`config.mk`:
```
export PLATFORM = sky130hd
export DESIGN_NAME = frp_ctrl
export DESIGN_NICKNAME = d
export VERILOG_FILES = /design/src/hw/rtl/frp_pkg.sv /design/src/hw/rtl/frp_ctrl.sv
export SDC_FILE = /design/constraint.sdc
export NUM_CORES = 1
export LEC_CHECK = 0
export BUFFER_PORTS_ARGS = -buffer_cell sky130_fd_sc_hd__buf_2
export CORE_AREA = 4 4 41 43
export CTS_BUF_LIST = sky130_fd_sc_hd__clkbuf_2
export DETAILED_ROUTE_END_ITERATION = 8
export DIE_AREA = 0 0 45 47
export GPL_TIMING_DRIVEN = 0
export PLACE_DENSITY = 0.46
export SLEW_MARGIN = 25
export SYNTH_ARGS = -nofsm -noshare
export SYNTH_HDL_FRONTEND = slang
export SYNTH_SLANG_ARGS = --single-unit
```
`constraint.sdc`:
```
create_clock -name i_clk -period 2.3 [get_ports i_clk]
set_clock_uncertainty 0.05 [all_clocks]
set_input_delay 0.23 -clock i_clk [delete_from_list [all_inputs] [get_ports i_clk]]
set_output_delay 0.23 -clock i_clk [all_outputs]
set_load 0.03 [all_outputs]
```
`src/hw/rtl/frp_pkg.sv`:
```
// Shared types, register codes and constants for the frame rotate block.
`timescale 1ns / 1ps
`default_nettype none
package frp_pkg;

    // default sizes handed to the top level parameters
    localparam int FRP_MAX_WIDTH    = 64;
    localparam int FRP_MAX_HEIGHT   = 64;
    localparam int FRP_CHANNEL_BITS = 8;

    // configuration port
    localparam int CFG_ADDR_W = 3;
    localparam int CFG_DATA_W = 8;
    localparam int SIZE_W     = 7;
    localparam int ROT_W      = 2;
    localparam int OP_W       = 2;
    localparam int MAXV_W     = 8;

    localparam logic [CFG_ADDR_W-1:0] REG_WIDTH    = 3'd0;
    localparam logic [CFG_ADDR_W-1:0] REG_HEIGHT   = 3'd1;
    localparam logic [CFG_ADDR_W-1:0] REG_ROTATION = 3'd2;
    localparam logic [CFG_ADDR_W-1:0] REG_POINT_OP = 3'd3;
    localparam logic [CFG_ADDR_W-1:0] REG_MAX_VAL  = 3'd4;

    localparam logic [SIZE_W-1:0] WIDTH_RST  = 7'd64;
    localparam logic [SIZE_W-1:0] HEIGHT_RST = 7'd64;
    localparam logic [MAXV_W-1:0] MAXV_RST   = 8'd255;

    localparam logic [ROT_W-1:0] ROT_NONE  = 2'd0;
    localparam logic [ROT_W-1:0] ROT_LEFT  = 2'd1;
    localparam logic [ROT_W-1:0] ROT_RIGHT = 2'd2;

    localparam logic [OP_W-1:0] OP_NONE     = 2'd0;
    localparam logic [OP_W-1:0] OP_GRAY     = 2'd1;
    localparam logic [OP_W-1:0] OP_MONO     = 2'd2;
    localparam logic [OP_W-1:0] OP_NEGATIVE = 2'd3;

    localparam logic KIND_LOAD  = 1'b0;
    localparam logic KIND_FETCH = 1'b1;

    // BT.601 luma weights, 16-bit fixed point
    localparam int GRAY_W      = 16;
    localparam logic [GRAY_W-1:0] GRAY_KR = 16'd19595;
    localparam logic [GRAY_W-1:0] GRAY_KG = 16'd38470;
    localparam logic [GRAY_W-1:0] GRAY_KB = 16'd7471;

    typedef enum logic [2:0] {
        ST_IDLE,
        ST_CHECK,
        ST_INDEX,
        ST_ADDR,
        ST_READ,
        ST_POINT,
        ST_EMIT
    } t_frp_state;

    typedef struct packed {
        logic capture;
        logic store;
        logic restart;
        logic mul;
        logic addr;
        logic read;
        logic point;
        logic emit;
    } t_frp_cmd;

    typedef struct packed {
        logic is_fetch;
        logic full;
    } t_frp_status;

endpackage
`default_nettype wire

```
`src/hw/rtl/frp_ctrl.sv`:
```
// Sequencer for load and fetch requests of the frame rotate block.
`timescale 1ns / 1ps
`default_nettype none
module frp_ctrl (
    input  wire                  i_clk,
    input  wire                  i_rst_n,
    input  wire                  start,
    input  frp_pkg::t_frp_status i_status,
    output frp_pkg::t_frp_cmd    o_cmd,
    output logic                 busy
);
    import frp_pkg::*;

    t_frp_state r_state;
    t_frp_state n_state;

    always_ff @(posedge i_clk) begin
        if (!i_rst_n) begin
            r_state <= ST_IDLE;
        end else begin
            r_state <= n_state;
        end
    end

    always_comb begin
        n_state = r_state;
        case (r_state)
            ST_IDLE: begin
                if (start) begin
                    n_state = ST_CHECK;
                end
            end
            ST_CHECK: begin
                // a fetch runs only against a complete frame
                if (i_status.is_fetch && i_status.full) begin
                    n_state = ST_INDEX;
                end else begin
                    n_state = ST_IDLE;
                end
            end
            ST_INDEX: n_state = ST_ADDR;
            ST_ADDR:  n_state = ST_READ;
            ST_READ:  n_state = ST_POINT;
            ST_POINT: n_state = ST_EMIT;
            ST_EMIT:  n_state = ST_IDLE;
            default:  n_state = ST_IDLE;
        endcase
    end

    always_comb begin
        o_cmd = '0;
        busy  = 1'b1;
        case (r_state)
            ST_IDLE: begin
                busy          = 1'b0;
                o_cmd.capture = start;
            end
            ST_CHECK: begin
                o_cmd.store   = !i_status.is_fetch && !i_status.full;
                o_cmd.restart = i_status.is_fetch && i_status.full;
            end
            ST_INDEX: o_cmd.mul   = 1'b1;
            ST_ADDR:  o_cmd.addr  = 1'b1;
            ST_READ:  o_cmd.read  = 1'b1;
            ST_POINT: o_cmd.point = 1'b1;
            ST_EMIT:  o_cmd.emit  = 1'b1;
            default:  busy        = 1'b1;
        endcase
    end

endmodule
`default_nettype wire

```
==> flow_summary.json, run 1 <==
{
  "synth_mux_area_share_pct": 0,
  "syn_area_per_cell_um2": 8.18,
  "tightest_slew_ns": 0.293,
  "cp-startpoint": "r_state[0]",
  "routed_via_density": 4.03,
  "drive_above_1_share_pct": 53.5,
  "coreArea_um2": 1300,
  "leakagePower_nw": 0.174,
  "antenna_found_initial": 0,
  "grt_max_degree": 11,
  "cp_slowest_stage_delay_ns": 0.46,
  "die_x_um": 45,
  "p_sw_share_pct": 31.1,
  "finalSetupTns_ns": 0,
  "synth_top_area_share_pct": 28.2,
  "fp.dieH_um": 47,
  "synth_xor_area_share_pct": 0,
  "initial_core_util_pct": 16.3,
  "final_util_pct": 24.3,
  "synth_top_cell_by_area": "dfxtp_1",
  "startpoint_type": "flip-flop",
  "drc": 0,
  "ys_types": 16,
  "largest_reg_flops": 3,
  "crit_end": "o_cmd[6]",
  "rows": 13,
  "max_freq_ghz": 0.601,
  "hold_violations": 0,
  "fin_crit_sh_pct": 72.3,
  "pwr-share-clk_pct": 43.9,
  "firstDrtPassIters": 1,
  "via_count": 234,
  "synth-simple-area-share_pct": 48.2,
  "path_class": "flip-flop to output port",
  "clk_pin_slew_ns": 0.04,
  "synth_area_leaders": "dfxtp_1 (28%), and3b_2 (9.4%), nand3b_1 (7.1%), nor3b_1 (7.1%), inv_1 (5.3%)",
  "design_area_um2": 317,
  "synth_edf_count": 0,
  "rsz0062_at_grt": "false",
  "syn_area_um2": 213,
  "period_needed_ns": 1.66,
  "post-cts-setup-buffers": 0,
  "synth-adder-area-share_pct": 0,
  "setup_viol": 0,
  "cts_max_level": 1,
  "dieArea_um2": 2120,
  "grt_pass1_wl_um": 917,
  "cts-resized-gates": 0,
  "reg2reg_to": "r_state[0]",
  "nNetsFinal": 49,
  "max_slew_margin_pct": 80.4,
  "dpl.hpwl_um": 402,
  "cts_buffer_depth": 2,
  "drtAntennaViolNets": 0,
  "synth_cells": 26,
  "grt.total_usage_pct": 6.39,
  "slew_viol_final": 0,
  "place_congestion": 0.629,
  "cap_violations": 0,
  "clk_latency_ns": 0.20,
  "first_iter_violations": 0,
  "cts_root_buf": "clkbuf_2",
  "arrival_ns": 1.38,
  "io_pins": 14,
  "worstPathRequired_ns": 2.02,
  "yosys-top-cells-count": "dfxtp_1 (3), inv_1 (3)",
  "cts_tree": "yes",
  "min_path_cells": 2,
  "path_max_fanout": 9,
  "placed_cell_area_um2": 297,
  "cts_inserted_buffers": 3,
  "hold_class": "input port to flip-flop",
  "status": "finished clean",
  "m1WireLength_um": 234,
  "ir_drop_v": 0.000196,
  "ff2ff_path_depth": 3,
  "wirelength_um": 517,
  "power.switching_w": 0.0000516,
  "grt_pass1_vias": 236,
  "synth_top_family_by_area": "simple AND/OR/NAND/NOR gates",
  "met2_length_um": 223,
  "async_flop_share_pct": 0,
  "ys_warn_count": 0,
  "n_antenna_cell": 0,
  "path_cells": "or3b_1, nor3_2, buf_2",
  "wl_met3_um": 59,
  "clock_sinks": 3,
  "port-buffer-count": 13,
  "ys_ff_latch": 3,
  "syn_to_final_growth_pct": 48.8,
  "syn-num-nets": 31,
  "overflow": 0,
  "crit_path_top_delay_cell": "dfxtp_1",
  "wl_per_cell_um": 8.91,
  "dp.cells": 54,
  "finalNonFillerCells": 58,
  "power_density_nw_per_um2": 524,
  "yosysSeqAreaShare_pct": 28.2,
  "r2r_slack_ns": 1.25,
  "p_seq_share_pct": 34.6,
  "pwr-share-comb_pct": 21.5,
  "synth_compound_area_share_pct": 13.5,
  "cell_internal_pwr_w": 0.000114,
  "worstSetupEndpointType": "output port",
  "top_layer_used": "met3",
  "synth_ff_type": "dfxtp_1",
  "largest-register": "r_state",
  "reg2reg_from": "r_state[2]",
  "reg_top3": "r_state: 3 flops",
  "postCtsHoldBufs": 0
}
==> power by group through the flow <==
stage	Clock [W]	Combinational, W	Sequential (W)
after floorplan	0	0.0000248	0.0000573
after global placement	0	0.0000361	0.0000582
after detailed placement	0	0.0000363	0.0000582
after CTS	0.0000793	0.0000363	0.0000572
after global routing	0.0000854	0.0000398	0.0000577
final	0.0000727	0.0000357	0.0000574
==> logic make-up after synthesis <==
logic type	after synthesis
and+or+nand+nor	14
DFF	3
AOI/OAI and AO/OA	4
buffers and inverters	5
==> routing by layer <==
metal	track usage, %	vias up
met3	5.75	0
met2	8.19	10
met5	0	-
li1	-	125
met4	1.75	0
met1	7.71	99
==> how the worst min path moves through the flow <==
stage	startpoint	end	slack, ns
final	i_rst_n	r_state[1]	0.22
after CTS	i_rst_n	r_state[1]	0.21
after detailed placement	i_rst_n	r_state[1]	0.43
after global placement	i_rst_n	r_state[1]	0.44
after floorplan	i_rst_n	r_state[1]	0.30
after global routing	i_rst_n	r_state[1]	0.23
==> layout by cell type, fill, tap and decap left out, drive strengths merged, types with 2 or more instances in the layout <==
cell type	n
a21oi	2
nor3	2
and3b	2
nor3b	2
buf	13
dfxtp	3
clkbuf	6
inv	3
nor2	2
nand3b	2
==> critical path: cells and delay by family, from the launching register on <==
kind / cells / cell delay (ns)
buffers and inverters: 1 / 0.21
DFF: 1 / 0.46
and+or+nand+nor: 2 / 0.51
==> area by class of cell <==
| cell class | instances | area [um^2] |
|---|---|---|
| Sequential cell | 3 | 60.1 |
| Inverter | 3 | 11.3 |
| Multi-Input combinational cell | 18 | 131 |
| Tap cell | 15 | 18.8 |
| Fill cell | 159 | 985 |
| Timing Repair Buffer | 13 | 65.1 |
| Clock buffer | 4 | 20.0 |
| Buffer | 2 | 10.0 |
==> through the flow <==
step / hold WS [ns] / power, W / setup slack (ns)
floorplan: 0.297 / 0.0000822 / 0.705
global placement: 0.437 / 0.0000943 / 0.855
detailed placement: 0.433 / 0.0000945 / 0.847
CTS: 0.207 / 0.000173 / 0.610
global route: 0.229 / 0.000183 / 0.505
finish: 0.223 / 0.000166 / 0.637
Note: power is estimated with default switching activity, not from simulation.
==> run 2, diff against run 1 <==
- PLACE_DENSITY: 0.46 -> 0.47
- clock period: 2.3 -> 1.5 ns (I/O delays scaled with it)
==> run 2 against run 1 <==
First-iteration DRC count grew 3; final area grew 18%; cell count grew 3.4%; non-clock buffer count grew 2; critical endpoint is now o_cmd[7]; sequential cell count is the same; wire length grew 14%; die area is the same; via count grew 3.8%; global-route usage grew 0.16 points; critical path depth grew 1; sequential power grew 51%.
==> flow_summary.json, run 2 (same netlist as run 1, synthesis figures left out) <==
{
  "placed_cell_area_um2": 304,
  "worstPathRequired_ns": 1.30,
  "ff2ff_path_depth": 3,
  "drtAntennaViolNets": 0,
  "reg_top3": "r_state: 3 flops",
  "path_class": "flip-flop to output port",
  "worst_hold_slack_ns": 0.145,
  "grt.total_usage_pct": 6.55,
  "finalNonFillerCells": 60,
  "cts_inserted_buffers": 3,
  "final_cell_mix": "buf_2 (11), clkbuf_2 (4), buf_4 (4)",
  "cts_root_buf": "clkbuf_2",
  "cts_tree": "yes",
  "fin_crit_sh_pct": 96.4,
  "syn_to_final_growth_pct": 75.3,
  "min_path_cells": 2,
  "hold_violations": 0,
  "design_area_um2": 373,
  "initial_core_util_pct": 16.3,
  "via_count": 243,
  "final_common_cell": "buf_2",
  "period_needed_ns": 1.45,
  "grt_pass1_wl_um": 993,
  "io_pins": 14,
  "clock_sinks": 3,
  "crit_end": "o_cmd[7]",
  "postCtsHoldBufs": 0,
  "reg2reg_from": "r_state[1]",
  "status": "finished clean",
  "port-buffer-count": 13,
  "grt_pass1_vias": 254,
  "drive_above_1_share_pct": 66.7,
  "dp.cells": 54,
  "hold_class": "input port to flip-flop",
  "overflow": 0,
  "total_power_w": 0.000273,
  "r2r_slack_ns": 0.46,
  "nNetsFinal": 51,
  "first_iter_violations": 3,
  "dpl.hpwl_um": 397,
  "path_cells": "buf_8, or3_4, nor2_4, buf_6",
  "reg2reg_to": "r_state[0]",
  "wirelength_um": 589,
  "cp_slowest_stage_delay_ns": 0.38,
  "leakagePower_nw": 0.197,
  "tightest_slew_ns": 0.290,
  "coreArea_um2": 1300,
  "crit_path_top_delay_cell": "or3_4",
  "antenna_found_initial": 0,
  "n_antenna_cell": 0,
  "ir_drop_v": 0.000168,
  "max_slew_margin_pct": 80.6,
  "routed_via_density": 4.05,
  "firstDrtPassIters": 4,
  "drc": 0,
  "fp.dieH_um": 47,
  "setup_viol": 0,
  "cts_max_level": 1,
  "rows": 13,
  "grt_max_degree": 11,
  "cp_top_family": "simple AND/OR/NAND/NOR gates",
  "largest-register": "r_state",
  "place_congestion": 0.638,
  "wl_per_cell_um": 9.82,
  "cts_buffer_depth": 2,
  "worstSetupEndpointType": "output port",
  "slew_viol_final": 0,
  "dieArea_um2": 2120,
  "crit_buf_inv": 2,
  "clk_pin_slew_ns": 0.05,
  "largest_reg_flops": 3,
  "clk_latency_ns": 0.20,
  "arrival_ns": 1.25,
  "max_freq_ghz": 0.692,
  "startpoint_type": "flip-flop",
  "cp.depth": 4,
  "power_density_nw_per_um2": 733,
  "cp-startpoint": "r_state[2]",
  "die_x_um": 45,
  "rsz0062_at_grt": "true",
  "cap_violations": 0,
  "path_max_fanout": 10
}
run 2: changes by cell type in the layout (fill, tap and decap cells not counted), moves of 2 or more:
cell / previous run / this run
buf_2: 13 / 11
buf_4: 0 / 4
clkbuf_2: 6 / 4
dfxtp_1: 3 / 1
run 2: routing by layer:
metal | track usage [%] | part of all wire, %
met1 | 7.94 | 45
met2 | 9.04 | 45
met3 | 2.68 | 9.7
met4 | 5.26 | 0
met5 | 0 | 0
run 2: timing repair:
action / CTS / global route
setup endpoints to repair: 3 / 4
gates resized for setup: 9 / 4
pin swaps: 0 / 1
buffers inserted: 0 / 2
gates cloned: 0 / 0
endpoints found under the hold margin: 0 / 0
run 2: cell type report:
type,count,area (um^2)
fill,156,928
sequential,3,65.1
buffer,2,20.0
multi-input combinational,18,146
tap,15,18.8
clock buffer,4,20.0
timing repair buffer,15,91.3
inverter,3,11.3
run 2: how the worst min path moves through the flow:
stage	from	to	slack, ns
finish	i_rst_n	r_state[1]	0.15
global route	i_rst_n	r_state[1]	0.16
CTS	i_rst_n	r_state[1]	0.13
detailed placement	i_rst_n	r_state[1]	0.36
global placement	i_rst_n	r_state[1]	0.36
floorplan	i_rst_n	r_state[1]	0.22
run 2: stage by stage:
step	TNS (ns)	setup slack [ns]	utilization, %
global placement	0	0.108	23.4
global route	-0.00584	-0.00584	28.7
detailed placement	0	0.0950	23.4
CTS	0	0.00229	27.1
finish	0	0.0546	28.7
floorplan	0	0.0546	-
run 2: report_power, final:
| part | switching (W) | total (W) | internal [W] | leakage, nW |
|---|---|---|---|---|
| clock | 0.0000429 | 0.000113 | 0.0000704 | 0.0166 |
| sequential | 0.00000356 | 0.0000866 | 0.0000830 | 0.0256 |
| combinational | 0.0000397 | 0.0000734 | 0.0000337 | 0.155 |
| total | 0.0000861 | 0.000273 | 0.000187 | 0.197 |
